<file path="src/design/uvs_pkg.sv">
`timescale 1ns / 1ps
// ----------------------------------------------------------------------------
// uvs_pkg
// Shared types, constants and trig helpers of the UV sphere quad generator.
// ----------------------------------------------------------------------------
package uvs_pkg;

	localparam int TRIG_FRAC_BITS = 15;
	localparam int MW = TRIG_FRAC_BITS + 1;

	localparam int QDEPTH = 2;
	localparam int QPW = $clog2(QDEPTH);
	localparam int QCW = $clog2(QDEPTH + 1);

	localparam logic [7:0] STEP_MAX = 8'd180;
	localparam logic [3:0] VERT_RECS = 4'd4;
	localparam logic [3:0] REC_LAST = 4'd9;

	localparam longint unsigned PI_Q30 = 64'd3373259426;
	localparam longint ONE_Q30 = 64'sd1 <<< 30;

	typedef enum logic {
		REG_RADIUS = 1'b0,
		REG_STEP   = 1'b1
	} cfg_reg_e;

	typedef enum logic {
		KIND_VERTEX = 1'b0,
		KIND_INDEX  = 1'b1
	} kind_e;

	typedef struct packed {
		logic [8:0]  lon;
		logic [7:0]  lat;
		logic [7:0]  step;
		logic [17:0] base;
		logic        done;
	} quad_t;

	typedef struct packed {
		logic empty;
		logic full;
	} qstat_t;

	typedef struct packed {
		logic          neg;
		logic [MW-1:0] mag;
	} trig_t;

	typedef logic [90:0][MW-1:0] sin_rom_t;

	function automatic longint unsigned taylor_div(longint unsigned term, int n);
		case (n)
			1:       return term / 64'd6;
			2:       return term / 64'd20;
			3:       return term / 64'd42;
			4:       return term / 64'd72;
			5:       return term / 64'd110;
			6:       return term / 64'd156;
			7:       return term / 64'd210;
			8:       return term / 64'd272;
			9:       return term / 64'd342;
			10:      return term / 64'd420;
			11:      return term / 64'd506;
			12:      return term / 64'd600;
			default: return term;
		endcase
	endfunction

	function automatic logic [MW-1:0] sine_entry(int k);
		longint unsigned x;
		longint unsigned term;
		longint sum;
		x = (longint'(k) * PI_Q30 + 64'd90) / 64'd180;
		term = x;
		sum = longint'(x);
		for (int n = 1; n <= 12; n++) begin
			term = (term * x) >> 30;
			term = (term * x) >> 30;
			term = taylor_div(term, n);
			if (n % 2 == 1) sum = sum - longint'(term);
			else sum = sum + longint'(term);
		end
		if (sum < 0) sum = 0;
		if (sum > ONE_Q30) sum = ONE_Q30;
		sum = (sum + (64'sd1 <<< (29 - TRIG_FRAC_BITS))) >>> (30 - TRIG_FRAC_BITS);
		return MW'(sum);
	endfunction

	function automatic sin_rom_t build_sin_rom();
		sin_rom_t rom;
		for (int k = 0; k <= 90; k++) rom[k] = sine_entry(k);
		return rom;
	endfunction

	localparam sin_rom_t SIN_ROM = build_sin_rom();

	// sine of a whole-degree angle below 1024, as sign and magnitude
	function automatic trig_t trig_lookup(logic [9:0] d);
		logic [9:0] m;
		logic [6:0] k;
		trig_t t;
		if (d >= 10'd720) m = d - 10'd720;
		else if (d >= 10'd360) m = d - 10'd360;
		else m = d;
		priority if (m <= 10'd90) begin
			k = m[6:0];
			t.neg = 1'b0;
		end else if (m <= 10'd180) begin
			k = 7'(10'd180 - m);
			t.neg = 1'b0;
		end else if (m <= 10'd270) begin
			k = 7'(m - 10'd180);
			t.neg = 1'b1;
		end else begin
			k = 7'(10'd360 - m);
			t.neg = 1'b1;
		end
		t.mag = SIN_ROM[k];
		return t;
	endfunction

	// vertex offsets of the two triangles of a quad
	function automatic logic [1:0] idx_offset(logic [2:0] k);
		case (k)
			3'd0:    return 2'd0;
			3'd1:    return 2'd1;
			3'd2:    return 2'd3;
			3'd3:    return 2'd0;
			3'd4:    return 2'd3;
			3'd5:    return 2'd2;
			default: return 2'd0;
		endcase
	endfunction

endpackage

</file>
<file path="src/design/uvs_ifs.sv">
`timescale 1ns / 1ps
// ----------------------------------------------------------------------------
// uvs_ifs
// Command and record channels of the UV sphere quad generator.
// ----------------------------------------------------------------------------
interface uvs_cmd_if;
	logic valid;
	logic ready;
	logic restart;

	modport source(output valid, output restart, input ready);
	modport sink(input valid, input restart, output ready);
endinterface


</file>
<file path="src/design/uvs_front.sv">
`timescale 1ns / 1ps
// ----------------------------------------------------------------------------
// uvs_front
// Accepts command beats, walks the grid and pushes one quad descriptor each.
// ----------------------------------------------------------------------------
module uvs_front import uvs_pkg::*; (
	input  logic       clk,
	input  logic       arst_n,
	input  logic [7:0] step,
	uvs_cmd_if.sink    cmd,
	input  qstat_t     qstat,
	output logic       push,
	output quad_t      quad
);

	logic [7:0]  lat_q;
	logic [8:0]  lon_q;
	logic [17:0] base_q;

	logic [7:0]  s;
	logic [8:0]  a;
	logic [7:0]  b;
	logic [17:0] base;
	logic        row_end;
	logic        done;

	assign cmd.ready = !qstat.full;
	assign push = cmd.valid && cmd.ready;

	always_comb begin
		priority if (step == 8'd0) s = 8'd1;
		else if (step > STEP_MAX) s = STEP_MAX;
		else s = step;
		a = cmd.restart ? 9'd0 : lon_q;
		b = cmd.restart ? 8'd0 : lat_q;
		base = cmd.restart ? 18'd0 : base_q;
		row_end = ({1'b0, a} + {1'b0, s, 1'b0}) > 10'd360;
		done = row_end && (({2'b0, b} + {1'b0, s, 1'b0}) > 10'd180);
		quad.lon = a;
		quad.lat = b;
		quad.step = s;
		quad.base = base;
		quad.done = done;
	end

	always_ff @(posedge clk or negedge arst_n) begin
		if (!arst_n) begin
			lat_q <= '0;
			lon_q <= '0;
			base_q <= '0;
		end else if (push) begin
			priority if (done) begin
				lat_q <= '0;
				lon_q <= '0;
				base_q <= '0;
			end else if (row_end) begin
				lon_q <= '0;
				lat_q <= b + s;
				base_q <= base + 18'd4;
			end else begin
				lon_q <= a + {1'b0, s};
				lat_q <= b;
				base_q <= base + 18'd4;
			end
		end
	end

endmodule

</file>
<file path="src/flat_wrapper.sv">
// flat-port wrapper written by rule: the top's interface ports become plain ports
module uvs_front_flat import uvs_pkg::*;
  (clk, arst_n, step, qstat, push, quad, cmd_valid, cmd_restart, cmd_ready);
  uvs_cmd_if cmd_i ();
  input  logic clk;
  input  logic arst_n;
  input  logic [7:0] step;
  input  qstat_t qstat;
  output logic push;
  output quad_t quad;
  input wire logic [$bits(cmd_i.valid)-1:0] cmd_valid;
  input wire logic [$bits(cmd_i.restart)-1:0] cmd_restart;
  output wire logic [$bits(cmd_i.ready)-1:0] cmd_ready;
  assign cmd_i.valid = cmd_valid;
  assign cmd_i.restart = cmd_restart;
  assign cmd_ready = cmd_i.ready;
  uvs_front u_core (.clk(clk), .arst_n(arst_n), .step(step), .cmd(cmd_i), .qstat(qstat), .push(push), .quad(quad));
endmodule
</file>
<file path="config.mk">
export PLATFORM = sky130hd
export DESIGN_NAME = uvs_front_flat
export DESIGN_NICKNAME = d
export VERILOG_FILES = /design/src/design/uvs_pkg.sv /design/src/design/uvs_ifs.sv /design/src/design/uvs_front.sv /design/src/flat_wrapper.sv
export SDC_FILE = /design/constraint.sdc
export NUM_CORES = 1
export LEC_CHECK = 0
export CORE_MARGIN = 1.5
export CORE_UTILIZATION = 55
export CTS_CLUSTER_DIAMETER = 120
export DETAILED_ROUTE_END_ITERATION = 12
export DONT_BUFFER_PORTS = 1
export GPL_TIMING_DRIVEN = 0
export PLACE_DENSITY = 0.71
export SLEW_MARGIN = 20
export SYNTH_ARGS = -nofsm -noshare
export SYNTH_HDL_FRONTEND = slang
export SYNTH_SLANG_ARGS = --single-unit
</file>
<file path="constraint.sdc">
create_clock -name clk -period 13.8 [get_ports clk]
set_input_delay 2.07 -clock clk [delete_from_list [all_inputs] [get_ports clk]]
set_output_delay 2.07 -clock clk [all_outputs]
set_load 0.03 [all_outputs]
</file>
; ---- Yosys cells after proc, flatten, opt, wreduce, memory -nomap -nowiden
; Index checks and enable logic that the tools add are counted.
[op_classes]
add_sub_neg = 5
n_lt_le_gt_ge = 3
muxes = 10
n_reduce_logical = 4
[ops]
columns = cell, n
row1 = 8-bit 2-to-1 mux, 5
row2 = 18-bit 2-to-1 mux, 2
row3 = 9-bit 2-to-1 mux, 3
row4 = "18-bit by 3-bit adder with 18-bit output, second input constant", 1
row5 = 8-bit by 9-bit adder with 10-bit output, 1
row6 = 9-bit by 9-bit adder with 10-bit output, 1
row7 = "10-bit by 8-bit > comparator with 1-bit output, second input constant", 1
row8 = "10-bit by 9-bit > comparator with 1-bit output, second input constant", 1
row9 = 9-bit by 8-bit adder with 9-bit output, 1
row10 = 8-bit adder, 1
row11 = "8-bit > comparator, second input constant", 1
row12 = 8-bit zero test, 1
row13 = 1-bit logical AND, 2
row14 = 1-bit zero test, 1
[totals]
regBits = 35
output_inout_bits = 46
wordCells = 25

; ---- Depth between registers and ports, before layout
[depth]
depth_word = 7
mapped_depth = 18
mapped_depth_nobuf = 16

; ---- Worst setup path after synthesis
; No wires, ideal clock.
[synth_path]
path_kind = input to output
start = input port step[7]
end = output port quad[0] (netlist bit)
arrival_time_ns = 5.920
t_required_ns = 11.730
setup_slack_ns = 5.810
stages = 18
cell_sequence = buf_2 -> buf_2 -> nor4_1 -> a21oi_1 -> a21oi_1 -> ha_1 -> ha_1 -> or3_1 -> o211ai_2 -> o22ai_1 -> maj3_2 -> mux2_2 -> a311o_1 -> and2_4 -> nand2_4 -> inv_4 -> buf_2 -> buf_4
[synth_rtl]
columns = item, line
row1 = "start, declared", flat_wrapper.sv:7  ; input logic [7:0] step;
row2 = "end, declared", flat_wrapper.sv:10  ; output quad_t quad;

==> results.md <==
* Setup Buffers After CTS at 0
* Yosys warning count at 0
* Vias at 3,286
* ANT nets after route at 0
* Share of cells above drive strength 1 at 9.13%
* Crit Path Max Fanout at 10
* Top FF cell, synth: dfrtp_1
* Critical Path Sink Type: output pin
* Status: finished clean
* Setup TNS at 0 ps
* Sink Count at 35
* Post-DP HPWL at 7050 um
* Max VDD drop at 0.0000938 V
* Main area contributors after synthesis: dfrtp_1 25%, ha_1 8.4%, nor2b_1 6.3%
* Final Hold Fails at 0
* Pwr dens at 145 nW/um^2
* Nets@finish at 489
* Placed Area at 3650 sq um
* Clk root buf: clkbuf_8
* Clock-pin slew on the worst setup and hold paths at 70 ps
* Crit path max-delay family: compound AO/OA/AOI/OAI gates
* Post-synth EDFFs at 0
* GRT overflow at 0
* Post-Route WL at 9130 um
* Initial antenna violation count at 0
* IO buf count at 0
* RSZ-0062 raised after global routing: no
* DRC errors left at 0
* Max_cap viols at 0
* Worst Hold Class: flip-flop to flip-flop
* Floorplan row count at 29
* Required @ worst endpoint at 11,730 ps
* Power Total at 541 uW
* Tmin final at 8540 ps
* Startpoint Class: primary input
* Final worst path period share at 61.9%
* DR iter-0 viols at 149
* Non-Filler Instances at 526
* Leakage at 0.00164 uW
* Distinct cells, synth at 73
* Die width at 83.4 um
* Via/cell ratio at 6.25
* Seq cells post-synth at 35
* Final setup skew at 5.41 ps
* Synthesized Nets at 482
* # fillers at 605
* Post_cts resized at 0
* Ant diodes at 0
* Clk buf depth at 2
* Crit-path cells: buf_2 > buf_2 > nor4_1 > a21oi_1 > a21oi_1 > ha_1 > ha_1 > or3_1 > o211ai_2 > o22ai_1 > maj3_2 > mux2_2 > a311o_1 > and2_4 > nand2_4 > inv_4 > buf_2 > buf_4
* Max-slew headroom at 24.9%
* CP arrival at 6470 ps
* Initial DRT Pass Iterations at 4
* Fin. max-slew vios at 0
* H-tree Lvls at 2
* Area grow syn2layout at 5.17%
* Most frequent CP cell: buf_2
* CTS buffer count at 5
* Num ports at 60
* Max stage delay on crit path at 860 ps
* Die area at 6950 sq um
* Final setup vio count at 0
* Synth Instances at 442
* Synthesized area at 3550 sq um
* CTS Hold Bufs at 0
* Register area share after synthesis at 24.6%
* Yosys top cell by area: dfrtp_1
* FF/Latch Area at 876 sq um
* GPL Wtd Cong at 0.864
* Area fraction of the dominant cell type after synthesis at 24.6%
* Vias in the first global route at 3,218
* Multi-input logic area at 2500 sq um
* Post-route cell area at 3740 sq um
* Core box area at 6310 sq um
* Worst path bufs/invs at 5
* Critical Path Slowest Stage Cell: a21oi_1
* CP Class: primary input to output pin
* Synthesized area per cell at 8.04 sq um
* First-pass GRT wire length at 15,600 um
* Largest net degree at the start of global routing at 36
* Reg-to-reg setup timing slack at 10,200 ps
* CTS tree: yes
* Fmax at 117 MHz
* Die Ht at 83.4 um
* Async set-or-reset flop fraction in the synthesized netlist at 100%
* DR WL/cell at 17.4 um
* GRT Util Overall at 27.5%
* Worst-skew pair later-pin latency at 290 ps
* Placed insts at 519
* Initial core utilization at 56.3%
* Pin slew with the least headroom to its limit at 1130 ps
[layout by cell type (no fill, tap or decap), drive strengths merged, types with 9 or more instances in the layout]
cell type  netlist  routed
nand2           45      45
nand3           13      13
ha              24      24
clkbuf          11      17
xnor2           16      16
nor2            27      27
nor3            13      13
dfrtp           35      35
o21ai           31      31
a21oi           30      30
nor2b           36      36
inv             24      24
a21o             9       9
o31ai           10      10
[flip-flops by register name, indices dropped and copies added, names as in the netlist]
register       cells
u_core.base_q     18
u_core.lat_q       8
u_core.lon_q       9
[layer usage]
| layer | up-vias | GRT usage, % | wire length (um) | share of wire (%) |
|---|---|---|---|---|
| met5 | - | 0 | 0 | 0 |
| met4 | 0 | 9.09 | 242 | 2.6 |
| met3 | 16 | 4.97 | 563 | 6.2 |
| met2 | 96 | 46.6 | 4300 | 47 |
| met1 | 1556 | 35.6 | 4030 | 44 |
| li1 | 1618 | - | - | - |
[layout make-up]
cell class,count,area share (%)
multi-input cells,364,66.8
flip-flops and latches,35,23.4
well taps,77,2.58
inverters,24,2.54
plain buffers,19,2.31
clock buffers,6,2.21
clock inverters,1,0.134
[kinds of logic (layout without fill, tap and decap cells)]
kind of cell,Yosys count,in the layout,synth area share (%)
AO/OA/AOI/OAI,133,133,25.8
XOR/XNOR,20,20,4.93
adder cells (fa/ha/maj),32,32,11.4
buffers and inverters,43,50,5.10
flip-flops,35,35,24.6
multiplexers,8,8,2.32
AND/OR/NAND/NOR,171,171,25.9
[power by group]
part | total [uW] | switching (uW) | internal (uW)
Sequential | 148 | 19.0 | 129
Clock | 75.8 | 36.6 | 39.2
Combinational | 317 | 204 | 113
Total | 541 | 260 | 281
[tightest hold or removal path, cell delays in order (launching register included)]
cell and delay (ps):
dfrtp_1 340, nand2_1 50, o31ai_1 50
[synthesized netlist by cell type, drive strengths merged, types with 2 or more instances]
master / instances
nand2: 45
nor2b: 36
dfrtp: 35
o21ai: 31
a21oi: 30
nor2: 27
ha: 24
inv: 24
xnor2: 16
nand3: 13
nor3: 13
clkbuf: 11
o31ai: 10
a21o: 9
a22o: 8
buf: 8
nand2b: 8
o211ai: 7
and3: 6
maj3: 6
mux2i: 6
a31oi: 4
and2: 4
nand4: 4
o2111ai: 4
o21a: 4
or3: 4
xor2: 4
a22oi: 3
o21bai: 3
a211o: 2
a211oi: 2
a311o: 2
and4: 2
fa: 2
mux2: 2
nor4b: 2
o2bb2ai: 2
[worst paths after layout]
check                           depth (start not counted)            start                end
worst max-delay path                                   18          step[7]            quad[0]
worst min-delay path                                    2  u_core.lon_q[7]    u_core.lon_q[7]
worst max register to register                         13  u_core.lon_q[1]    u_core.lon_q[5]
worst min register to register                          2  u_core.lon_q[7]    u_core.lon_q[7]
max in group asynchronous                               0           arst_n  u_core.base_q[14]
min in group asynchronous                               0           arst_n    u_core.lat_q[1]
[through the flow]
step	worst slack (ps)	utilization (%)	hold WS [ps]
finish	5260	59.2	475
global route	5050	59.2	505
CTS	5250	59.2	478
detailed placement	5260	57.8	463
global placement	5280	57.8	449
floorplan	5810	-	435
Note: power is estimated with default switching activity, not from simulation.
