### src/design/uvs_pkg.sv
`timescale 1ns / 1ps
// ----------------------------------------------------------------------------
// uvs_pkg
// Shared types, constants and trig helpers of the UV sphere quad generator.
// ----------------------------------------------------------------------------
package uvs_pkg;

	localparam int TRIG_FRAC_BITS = 15;
	localparam int MW = TRIG_FRAC_BITS + 1;

	localparam int QDEPTH = 2;
	localparam int QPW = $clog2(QDEPTH);
	localparam int QCW = $clog2(QDEPTH + 1);

	localparam logic [7:0] STEP_MAX = 8'd180;
	localparam logic [3:0] VERT_RECS = 4'd4;
	localparam logic [3:0] REC_LAST = 4'd9;

	localparam longint unsigned PI_Q30 = 64'd3373259426;
	localparam longint ONE_Q30 = 64'sd1 <<< 30;

	typedef enum logic {
		REG_RADIUS = 1'b0,
		REG_STEP   = 1'b1
	} cfg_reg_e;

	typedef enum logic {
		KIND_VERTEX = 1'b0,
		KIND_INDEX  = 1'b1
	} kind_e;

	typedef struct packed {
		logic [8:0]  lon;
		logic [7:0]  lat;
		logic [7:0]  step;
		logic [17:0] base;
		logic        done;
	} quad_t;

	typedef struct packed {
		logic empty;
		logic full;
	} qstat_t;

	typedef struct packed {
		logic          neg;
		logic [MW-1:0] mag;
	} trig_t;

	typedef logic [90:0][MW-1:0] sin_rom_t;

	function automatic longint unsigned taylor_div(longint unsigned term, int n);
		case (n)
			1:       return term / 64'd6;
			2:       return term / 64'd20;
			3:       return term / 64'd42;
			4:       return term / 64'd72;
			5:       return term / 64'd110;
			6:       return term / 64'd156;
			7:       return term / 64'd210;
			8:       return term / 64'd272;
			9:       return term / 64'd342;
			10:      return term / 64'd420;
			11:      return term / 64'd506;
			12:      return term / 64'd600;
			default: return term;
		endcase
	endfunction

	function automatic logic [MW-1:0] sine_entry(int k);
		longint unsigned x;
		longint unsigned term;
		longint sum;
		x = (longint'(k) * PI_Q30 + 64'd90) / 64'd180;
		term = x;
		sum = longint'(x);
		for (int n = 1; n <= 12; n++) begin
			term = (term * x) >> 30;
			term = (term * x) >> 30;
			term = taylor_div(term, n);
			if (n % 2 == 1) sum = sum - longint'(term);
			else sum = sum + longint'(term);
		end
		if (sum < 0) sum = 0;
		if (sum > ONE_Q30) sum = ONE_Q30;
		sum = (sum + (64'sd1 <<< (29 - TRIG_FRAC_BITS))) >>> (30 - TRIG_FRAC_BITS);
		return MW'(sum);
	endfunction

	function automatic sin_rom_t build_sin_rom();
		sin_rom_t rom;
		for (int k = 0; k <= 90; k++) rom[k] = sine_entry(k);
		return rom;
	endfunction

	localparam sin_rom_t SIN_ROM = build_sin_rom();

	// sine of a whole-degree angle below 1024, as sign and magnitude
	function automatic trig_t trig_lookup(logic [9:0] d);
		logic [9:0] m;
		logic [6:0] k;
		trig_t t;
		if (d >= 10'd720) m = d - 10'd720;
		else if (d >= 10'd360) m = d - 10'd360;
		else m = d;
		priority if (m <= 10'd90) begin
			k = m[6:0];
			t.neg = 1'b0;
		end else if (m <= 10'd180) begin
			k = 7'(10'd180 - m);
			t.neg = 1'b0;
		end else if (m <= 10'd270) begin
			k = 7'(m - 10'd180);
			t.neg = 1'b1;
		end else begin
			k = 7'(10'd360 - m);
			t.neg = 1'b1;
		end
		t.mag = SIN_ROM[k];
		return t;
	endfunction

	// vertex offsets of the two triangles of a quad
	function automatic logic [1:0] idx_offset(logic [2:0] k);
		case (k)
			3'd0:    return 2'd0;
			3'd1:    return 2'd1;
			3'd2:    return 2'd3;
			3'd3:    return 2'd0;
			3'd4:    return 2'd3;
			3'd5:    return 2'd2;
			default: return 2'd0;
		endcase
	endfunction

endpackage

### src/design/uvs_queue.sv
`timescale 1ns / 1ps
// ----------------------------------------------------------------------------
// uvs_queue
// Short FIFO of quad descriptors between the front and the back.
// ----------------------------------------------------------------------------
module uvs_queue import uvs_pkg::*; (
	input  logic   clk,
	input  logic   arst_n,
	input  logic   push,
	input  quad_t  wdata,
	input  logic   pop,
	output quad_t  head,
	output qstat_t stat
);

	quad_t          mem_q [QDEPTH];
	logic [QPW-1:0] wr_q;
	logic [QPW-1:0] rd_q;
	logic [QCW-1:0] cnt_q;

	assign head = mem_q[rd_q];
	assign stat.empty = (cnt_q == '0);
	assign stat.full = (cnt_q == QCW'(QDEPTH));

	always_ff @(posedge clk) begin
		if (push) mem_q[wr_q] <= wdata;
	end

	always_ff @(posedge clk or negedge arst_n) begin
		if (!arst_n) begin
			wr_q <= '0;
			rd_q <= '0;
			cnt_q <= '0;
		end else begin
			if (push) wr_q <= (wr_q == QPW'(QDEPTH - 1)) ? '0 : wr_q + 1'b1;
			if (pop) rd_q <= (rd_q == QPW'(QDEPTH - 1)) ? '0 : rd_q + 1'b1;
			unique case ({push, pop})
				2'b10:   cnt_q <= cnt_q + 1'b1;
				2'b01:   cnt_q <= cnt_q - 1'b1;
				default: cnt_q <= cnt_q;
			endcase
		end
	end

endmodule

### config.mk
export PLATFORM = sky130hd
export DESIGN_NAME = uvs_queue
export DESIGN_NICKNAME = d
export VERILOG_FILES = /design/src/design/uvs_pkg.sv /design/src/design/uvs_queue.sv
export SDC_FILE = /design/constraint.sdc
export NUM_CORES = 1
export LEC_CHECK = 0
export ABC_AREA = 1
export BUFFER_PORTS_ARGS = -buffer_cell sky130_fd_sc_hd__buf_4
export CELL_PAD_IN_SITES_DETAIL_PLACEMENT = 0
export CELL_PAD_IN_SITES_GLOBAL_PLACEMENT = 2
export CORE_MARGIN = 3
export CORE_UTILIZATION = 37
export DETAILED_ROUTE_END_ITERATION = 7
export PLACE_DENSITY_LB_ADDON = 0.05
export SYNTH_ARGS = -nofsm -noshare
export SYNTH_HDL_FRONTEND = slang
export SYNTH_SLANG_ARGS = --single-unit
### constraint.sdc
create_clock -name clk -period 7.6 [get_ports clk]
set_input_delay 0.76 -clock clk [delete_from_list [all_inputs] [get_ports clk]]
set_output_delay 0.76 -clock clk [all_outputs]
set_load 0.005 [all_outputs]
## Yosys cells after proc, flatten, opt, wreduce, memory -nomap -nowiden

Memories as Yosys holds them, arrays and structs flattened.
Index checks and enable logic that the tools add are counted.

| word-level totals | value |
|---|---|
| register bits | 4 |
| bits in writable memories | 88 |
| input port bits | 48 |
| logic and storage cells | 18 |
| memories kept | 1 |

| cells by class | value |
|---|---|
| add/subtract/negate cells | 4 |
| equality and inequality tests | 3 |
| mux-type cells | 5 |
| reductions and logical operators | 2 |

Memory list:

| name | depth | width | rd ports | clocked after Yosys merged registers in | wr ports | RTL line | source |
|---|---|---|---|---|---|---|---|
| mem_q | 2 | 44 | 1 | 0 | 1 | uvs_queue.sv:16 | `quad_t mem_q [QDEPTH];` |

Operators with widths:

| operator | number |
|---|---|
| equality test 2 bit (second input constant) | 2 |
| two-way mux 1 bit | 4 |
| case mux 2 bit (2 select lines) | 1 |
| adder 1 bit (second input constant) | 2 |
| adder 2 x 1 -> 2 bit (second input constant) | 1 |
| equality test 2 x 1 -> 1 bit (second input constant) | 1 |
| logical NOT 2 bit | 1 |
| nonzero test 2 bit | 1 |
| subtractor 2 x 1 -> 2 bit (second input constant) | 1 |

## Logic depth before layout (Yosys ltp)

Gate-level depths: netlist (run 1).

| depth | value |
|---|---|
| word-level depth | 2 |
| mapped depth | 7 |

## Worst setup path before layout (run 1)

Ideal clock, no wire load.

| timing | value |
|---|---|
| kind | in2reg |
| start point | in push |
| end point | mem mem_q[0][0] in the netlist's numbering (enable) |
| arrival time | 2667 ps |
| data required time | 7154 ps |
| setup slack | 4487 ps |
| cell stages on the path | 2 |
| path buffers | 0 |
| path through | inv_1 nor2_1 |

| on the way | value |
|---|---|
| longest elaborated chain between the ends | 2 |

RTL lines:

| item | RTL line | source |
|---|---|---|
| from (decl) | uvs_queue.sv:9 | `input logic push,` |
| two-way mux 1 bit | uvs_queue.sv:26 | `if (push) mem_q[wr_q] <= wdata;` |
| two-way mux 1 bit (implied by the code) | uvs_queue.sv:26 |  |
| to (decl) | uvs_queue.sv:16 |  |

No other way between the ends.

==> results.txt, run 1 <==
Slew @ Worst Pin - 990 ps
Post-synthesis mux area share - 0%
Worst-case vdd ir drop - 0.253 mV
Routed wire length - 5990 um
Fillers - 792
Die Area - 10600 sq um
CP endpoint kind - output port
Final Critical Period - 2610 ps
Drt first pass iters - 4
Starting Density - 39.1%
Complex-gate fraction of the synthesized area - 6.96%
CTS Sinks - 92
CTS tree - built
Num CTS Buffers - 9
Slew HR - 34.0%
Setup TNS - 0 ps
Vias in the first global route - 1845
Synth Cell Area - 3490 sq um
Clk root buf - clkbuf_8
Final ANT Viol Nets - 0
Die H - 103 um
Core Area - 8930 sq um
Initial drt markers - 72
Synth Area in Simple Gates - 5.92%
I/O Pins - 94
Ant diodes - 0
RSZ-0062 raised after global routing - false
Worst-path clk slew - 90 ps
Mean cell area of the mapped netlist - 13.7 sq um
Final net count - 399
CTS max path bufs - 2
Setup repair bufs after CTS - 0
Power Density - 345 nW/um^2
Peak Freq - 383 MHz
GP Congestion - 0.695
Yosys warns - 0
CP max stage delay - 610 ps
Worst hold path type - primary input to asynchronous set/reset pin
CTS Hold Bufs - 0
GRT Total Usage - 11.7%
Post-synth top area share - 75.7%
H-tree levels - 3
Leakage power - 1.91 nW
Gate Count Post-Synth - 254
Largest area contributor in the netlist - edfxtp_1
Layout area overhead - 29.2%
Pin count of the biggest net entering global routing - 89
Grt total ovfl - 0
Port Buffers - 93
Drt via density - 4.35
Number of gates resized after cts - 0
Post-Syn Nets - 303
Largest family of logic cells by synthesized area - buffers and inverters
Synth unique cells - 16
Hpwl dp - 3850 um
Pre-CTS WS - 5290 ps
Startpoint types - register
Hold Vio Cnt, Final - 0
DR vias - 2012
Worst-path cell chain - buf_4 -> o21ai_0 -> buf_4
Die X - 103 um
Synth Area in XOR/XNOR - 0.753%
Final number of max-transition violations - 0
Kind of critical path - register to output port
Fin worst setup slack - 4990 ps
Crit path required time - 6840 ps
Sequential share of the synthesized area - 78.6%
Number of max-cap violations - 0
Fin Clk Skew - 7.79 ps
Final setup fails - 0
Main area contributors after synthesis - edfxtp_1 76%, inv_1 5.4%, nand2_1 5.3%, o21ai_0 4.7%, dfrtp_1 2.9%
DRC - 0
FF-to-FF path depth - 2
Worst R2R Setup Slack - 5850 ps
Initial antenna violation count - 0
Fraction of layout cells with a size suffix above 1 - 33.0%
Tcrit/Tclk final - 34.3%
CP max-delay cell - buf_4
Post-synthesis register bit count - 92
Clk_lat worst skew - 340 ps
Worst R2R Start - wr_q
Most used cell, CP - buf_4
First-pass GRT wire length - 9070 um
Worst Path Max Fanout - 88
Row Count - 34
DR WL/cell - 12.9 um
Adder-Cell Fraction of Synth Area - 0.359%
CP Data Arrival Time - 1850 ps
RR Endpoint - mem_q[0][39]
Status - finished clean
Core Util, Final - 50.5%
worst max-delay path, delay by kind of cell (launching register included):
kind	cells	cell delay, ps
flip-flops	1	370
buffers and inverters	2	800
AO/OA/AOI/OAI	1	270
power by group:
group / total [W] / leakage [nW] / internal, W / switching (W)
Sequential: 0.000703 / 0.872 / 0.000675 / 0.0000277
Clock: 0.000375 / 0.111 / 0.000219 / 0.000155
Combinational: 0.000477 / 0.931 / 0.000223 / 0.000254
flip-flops by register name (all words and copies together), names as in the netlist:
| signal | flops |
|---|---|
| rd_q | 1 |
| wr_q | 1 |
| mem_q | 88 |
| cnt_q | 2 |
per-layer routing:
layer,global-route usage (%),up-vias,share of wire (%)
li1,-,1036,-
met1,14.3,914,43
met2,18.6,54,49
met3,3.92,8,6.5
met4,5.68,0,1.6
met5,0,-,0
metrics by stage:
| step | hold WS (ps) | cells | total power (W) | area [sq um] |
|---|---|---|---|---|
| global route | 160 | 463 | 0.00167 | 4510 |
| detailed placement | 453 | 447 | 0.00121 | 4280 |
| CTS | 175 | 463 | 0.00159 | 4510 |
| floorplan | 461 | 254 | 0.000961 | 3490 |
| global placement | 452 | 447 | 0.00121 | 4280 |
| finish | 194 | 463 | 0.00155 | 4510 |
kinds of logic after synthesis:
group	count (synthesis)
AND/OR/NAND/NOR	54
XOR/XNOR	3
buffers and inverters	60
AO/OA/AOI/OAI	44
flip-flops	92
adder cells (fa/ha/maj)	1
cell usage in the layout, fill, tap and decap left out:
master and instances:
buf_4 95, edfxtp_1 88, inv_1 49, nand2_1 49
o21ai_0 33, clkbuf_8 9, o21ai_2 6, o21ai_1 5
clkbuf_1 3, bufinv_16 3, dfrtp_1 3, nor2_1 2
xor2_1 2, inv_2 1, nor2_4 1, xnor2_1 1
nand3_1 1, nand4_1 1, ha_1 1, clkinvlp_4 1
dfrtp_2 1
Yosys cell counts (all sizes together):
library cell / number
edfxtp: 88
inv: 50
nand2: 49
o21ai: 44
buf: 10
dfrtp: 4
nor2: 3
xor2: 2
ha: 1
nand3: 1
nand4: 1
xnor2: 1
worst max path at each step:
| stage | cells after the start | startpoint | end |
|---|---|---|---|
| floorplan | 2 | push | mem_q[0][0] |
| global placement | 3 | rd_q | head[43] |
| detailed placement | 3 | rd_q | head[23] |
| CTS | 3 | rd_q | head[23] |
| global route | 3 | rd_q | head[33] |
| finish | 3 | rd_q | head[33] |
area by class of cell:
type | count | area, sq um | share of cell area (%)
Clock buffer | 12 | 135 | 3.00
Clock inverter | 4 | 97.6 | 2.16
Inverter | 50 | 188 | 4.16
Multi-Input combinational cell | 102 | 495 | 11.0
Sequential cell | 92 | 2740 | 60.9
Tap cell | 108 | 135 | 3.00
Timing Repair Buffer | 95 | 713 | 15.8
(Power assumes the default switching activity.)
==> inputs of run 2 (changes only) <==
- ABC_AREA: 1 -> 0
- CORE_UTILIZATION: 37 -> 35
- clock period: 7.6 -> 2.2 ns (I/O delays scaled with it)
==> run 2 against run 1 <==
  * Sequential cell count stayed put
  * Wire length is 2.3% higher
  * Total power rose to 3.6 times the previous value
  * Die area is 7.4% higher
  * Largest power group unchanged
  * Final area is 3.2% higher
  * Sequential share of layout area shrank 1.9 points
  * Worst hold slack worse by 150 ps
  * Global-route usage fell by 0.58 points
  * Combinational power grew to 3.9 times the previous value
  * Clock skew fell by 4.0 ps
  * Via count fell by 17%
==> results.txt, run 2 <==
Startpoint types - register
Most used DFF post-synth - edfxtp_1
Largest register FFs - 88
Kind of critical path - register to output port
Starting Density - 36.3%
DRC - 0
Tcrit/Tclk final - 88.2%
Slew HR - 75.7%
Clk root buf - clkbuf_8
H-tree levels - 3
Post-synthesis register bit count - 92
Worst R2R Setup Slack - 770 ps
Ant diodes - 0
CP max stage delay - 580 ps
Drt first pass iters - 4
Hold Vio Cnt, Final - 0
Worst-case vdd ir drop - 0.448 mV
Fraction of layout cells with a size suffix above 1 - 60.2%
Commonest cells in the netlist - 88 x edfxtp_1, 39 x mux2_4, 5 x mux2_2
Num CTS Buffers - 9
Post-synth top area share - 74.2%
GRT Total Usage - 11.1%
Initial antenna violation count - 0
Port Buffers - 93
Crit path required time - 1980 ps
Setup TNS - 0 ps
DR vias - 1676
Grt total ovfl - 0
Delay-heaviest family, CP - flip-flops
Final number of max-transition violations - 0
CP max-delay cell - dfrtp_2
Mean cell area of the mapped netlist - 23.3 sq um
Main area contributors after synthesis - edfxtp_1 74%, mux2_4 16%, dfrtp_1 2.8%, buf_12 2.2%, mux2_2 1.6%
Worst-path clk slew - 80 ps
Placed inst area - 4410 sq um
Power Density - 1210 nW/um^2
Sequential share of the synthesized area - 77.0%
GP Congestion - 0.684
Hpwl dp - 4090 um
Synth unique cells - 13
Number of synthesized flops with an enable pin - 88
Most common cell after layout, fill and taps aside - buf_4
CP endpoint kind - output port
CP Data Arrival Time - 1720 ps
First-pass GRT wire length - 9430 um
Die Area - 11400 sq um
Worst hold path type - primary input to register
Final Critical Period - 1940 ps
Setup repair bufs after CTS - 0
Most frequent cells in the layout - 94 x buf_4, 88 x edfxtp_1, 39 x mux2_4
DR WL/cell - 15.6 um
Largest Register - mem_q
Slew @ Worst Pin - 365 ps
Final ANT Viol Nets - 0
Drt via density - 4.25
Regs by FF count - mem_q x88, cnt_q x2
CTS Sinks - 92
I/O Pins - 94
Die X - 107 um
Largest area contributor in the netlist - edfxtp_1
Total design power - 0.00562 W
Initial drt markers - 49
Number of max-cap violations - 0
RSZ-0062 raised after global routing - false
Yosys warns - 0
Count leader, synth - edfxtp_1
Leakage power - 1.85 nW
Worst-path cell chain - buf_12 -> mux2_2 -> buf_4
Vias in the first global route - 1815
Final setup fails - 0
CTS tree - built
Row Count - 36
Pin count of the biggest net entering global routing - 39
Layout area overhead - 30.7%
Ys async rst share - 4.35%
CP bufs+invs - 2
Peak Freq - 515 MHz
Clk_lat worst skew - 340 ps
Core Area - 9820 sq um
Final net count - 306
CTS max path bufs - 2
Worst Path Max Fanout - 26
Fin Clk Skew - 3.76 ps
Die H - 107 um
Post-Syn Nets - 202
CTS Hold Bufs - 1
Status - finished clean
Gate Count Post-Synth - 153
Routed wire length - 6130 um
Synth Cell Area - 3560 sq um
Number of gates resized after cts - 0
Final Cell Area - 4650 sq um
==> run 2: report_power, final <==
part / internal, W / switching (W)
clock: 0.000752 / 0.000552
sequential: 0.00233 / 0.000149
combinational: 0.00114 / 0.000703
total: 0.00421 / 0.00140
==> run 2: cell type report <==
cell class | count | area, sq um
clock buffer | 11 | 131
inverter | 1 | 3.75
clock inverter | 4 | 98.8
sequential | 92 | 2740
fill | 891 | 5170
timing repair buffer | 98 | 776
multi-input combinational | 55 | 731
tap | 133 | 166
==> run 2: logic make-up (layout without fill, tap and decap cells) <==
family	Yosys count	count (layout)	synth area share [%]
mux	44	44	18.0
fa+ha+maj	1	1	0.351
buf+inv	6	114	2.67
simple gates	5	5	0.668
xor+xnor	5	5	1.23
flops	92	92	77.0
==> run 2: worst paths after layout <==
kind	start	end	cells past startpoint
min reg2reg	cnt_q[1]	cnt_q[1]	1
min	pop	rd_q	2
min in group asynchronous	arst_n	cnt_q[1]	2
max in group asynchronous	arst_n	rd_q	2
max	rd_q	head[28]	3
max reg2reg	wr_q	mem_q[1][24]	2
==> run 2: worst register-to-register path: cells and delay by family (launching register included) <==
| kind | cells | cell delay [ps] |
|---|---|---|
| buffers and inverters | 1 | 270 |
| flip-flops | 1 | 420 |
| AND/OR/NAND/NOR | 1 | 410 |
==> run 2: per-stage QoR <==
step / setup WS [ps] / utilization, % / hold WS [ps] / std cells
2_1_floorplan: 247 / - / -75.6 / 153
3_5_place_dp: 611 / 44.9 / 22.2 / 378
6_report: 260 / 47.4 / 48.4 / 394
4_1_cts: 215 / 47.4 / 31.5 / 394
5_1_grt: 176 / 47.4 / 32.2 / 394
3_3_place_gp: 620 / 44.9 / 22.0 / 378
==> run 2: per-layer routing <==
layer  track usage (%)  part of all wire [%]  up-vias  routed length [um]
li1                  -                     -      799                   -
met1              13.0                    41      811                2500
met2              18.5                    51       54                3140
met3              3.49                   6.5       12                 396
met4              5.48                   1.5        0                  93
met5                 0                     0        -                   0
==> inputs of run 3 (changes only) <==
- BUFFER_PORTS_ARGS: -buffer_cell sky130_fd_sc_hd__buf_4 -> unset
- CORE_ASPECT_RATIO: unset -> 1.5
- CORE_UTILIZATION: 35 -> 41
- DONT_BUFFER_PORTS: unset -> 1
==> run 3 against run 2 <==
  * Via count down 10%
  * Worst hold slack better by 91 ps
  * Final cell count down 18%
  * Critical path type unchanged
  * Sequential power down 2%
  * Clock skew up 1.7 ps
  * Sequential share of layout area up 3.4 points
==> results.txt, run 3 (synthesized netlist as in run 2, its figures left out) <==
FF-to-FF path depth - 2
Fraction of layout cells with a size suffix above 1 - 28.8%
Drt via density - 4.68
Placed inst area - 3670 sq um
CP max stage delay - 410 ps
Fin Clk Skew - 5.44 ps
Final setup fails - 0
Worst Setup EP - head[43]
RSZ-0062 raised after global routing - false
Critical Path Start - rd_q
Regs by FF count - mem_q x88, cnt_q x2
Worst R2R Start - wr_q
Largest Register - mem_q
Num CTS Buffers - 9
Total design power - 0.00507 W
Setup TNS - 0 ps
Worst-path cell chain - buf_4 -> mux2_2
Power Density - 1150 nW/um^2
CP endpoint kind - output port
Die H - 120 um
Worst hold path type - primary input to register
Delay-heaviest family, CP - multiplexers
Final Critical Period - 1660 ps
CTS tree - built
Kind of critical path - register to output port
Ant diodes - 0
Routed wire length - 5490 um
Number of max-cap violations - 0
Worst-case vdd ir drop - 0.594 mV
Drt first pass iters - 2
DR WL/cell - 17.0 um
Worst-path clk slew - 60 ps
Hold Vio Cnt, Final - 0
DR vias - 1506
Vias in the first global route - 1690
Die Area - 9860 sq um
Initial drt markers - 63
Clk root buf - clkbuf_16
Most common cell after layout, fill and taps aside - edfxtp_1
DRC - 0
Layout Cells excl Fill - 322
Clk_lat worst skew - 320 ps
Final net count - 260
Peak Freq - 602 MHz
Crit path required time - 1980 ps
CP Data Arrival Time - 1440 ps
Die X - 82.1 um
CP max-delay cell - mux2_2
Grt total ovfl - 0
Number of gates resized after cts - 0
CTS Sinks - 92
Startpoint types - register
Starting Density - 42.3%
Final ANT Viol Nets - 0
Worst R2R Setup Slack - 800 ps
Pin count of the biggest net entering global routing - 36
Status - finished clean
H-tree levels - 3
Row Count - 41
Layout area overhead - 23.4%
Initial antenna violation count - 0
Leakage power - 1.60 nW
CTS max path bufs - 2
Port Buffers - 0
Hpwl dp - 3760 um
Most frequent cells in the layout - 88 x edfxtp_1, 47 x dlygate4sd3_1, 39 x mux2_4
Final number of max-transition violations - 0
Placed cell count - 260
Largest register FFs - 88
Final Cell Area - 4390 sq um
Critical path depth in cells - 2
Core Area - 8410 sq um
I/O Pins - 94
GRT Total Usage - 12.2%
CP bufs+invs - 1
First-pass GRT wire length - 8470 um
Tcrit/Tclk final - 75.5%
Slew HR - 66.8%
RR Endpoint - mem_q[0][38]
Worst Path Max Fanout - 23
GP Congestion - 0.623
Hold depth - 2
Slew @ Worst Pin - 497 ps
[run 3: what timing repair did]
item	in CTS	in global routing
hold buffers	47	0
hold endpoints to repair	94	0
buffers inserted	0	0
[run 3: area by class of cell]
class                      instances  area, sq um
inverter                           1         3.75
fill                             685         4020
clock inverter                     5         20.0
tap                              107          134
timing repair buffer              52          533
clock buffer                      10          229
sequential                        92         2740
multi-input combinational         55          731
[run 3: worst min path at each step]
| stage | startpoint | end |
|---|---|---|
| after CTS | pop | cnt_q[0] |
| final | pop | cnt_q[0] |
| after global placement | arst_n | cnt_q[1] |
| after detailed placement | arst_n | cnt_q[1] |
| after global routing | pop | cnt_q[0] |
| after floorplan | arst_n | cnt_q[0] |
[run 3: metal layers]
layer,routed length [um],GRT usage (%),vias to the layer above
met5,0,0,-
met4,138,7.48,0
met3,369,4.05,10
met2,3110,21.2,57
met1,1870,12.0,728
li1,-,-,711
[run 3: stage by stage]
| stage | util (%) | hold WS, ps | worst slack (ps) |
|---|---|---|---|
| 3_3_place_gp | 43.7 | -75.4 | 802 |
| 2_1_floorplan | - | -75.6 | 247 |
| 5_1_grt | 52.2 | 133 | 464 |
| 3_5_place_dp | 43.7 | -75.5 | 782 |
| 6_report | 52.2 | 140 | 539 |
| 4_1_cts | 52.2 | 133 | 492 |
[run 3: power breakdown]
part | switching [W] | internal, W | leakage, nW
clock network | 0.000530 | 0.000739 | 0.122
logic | 0.000637 | 0.000723 | 0.611
registers | 0.000106 | 0.00233 | 0.872
total | 0.00127 | 0.00379 | 1.60
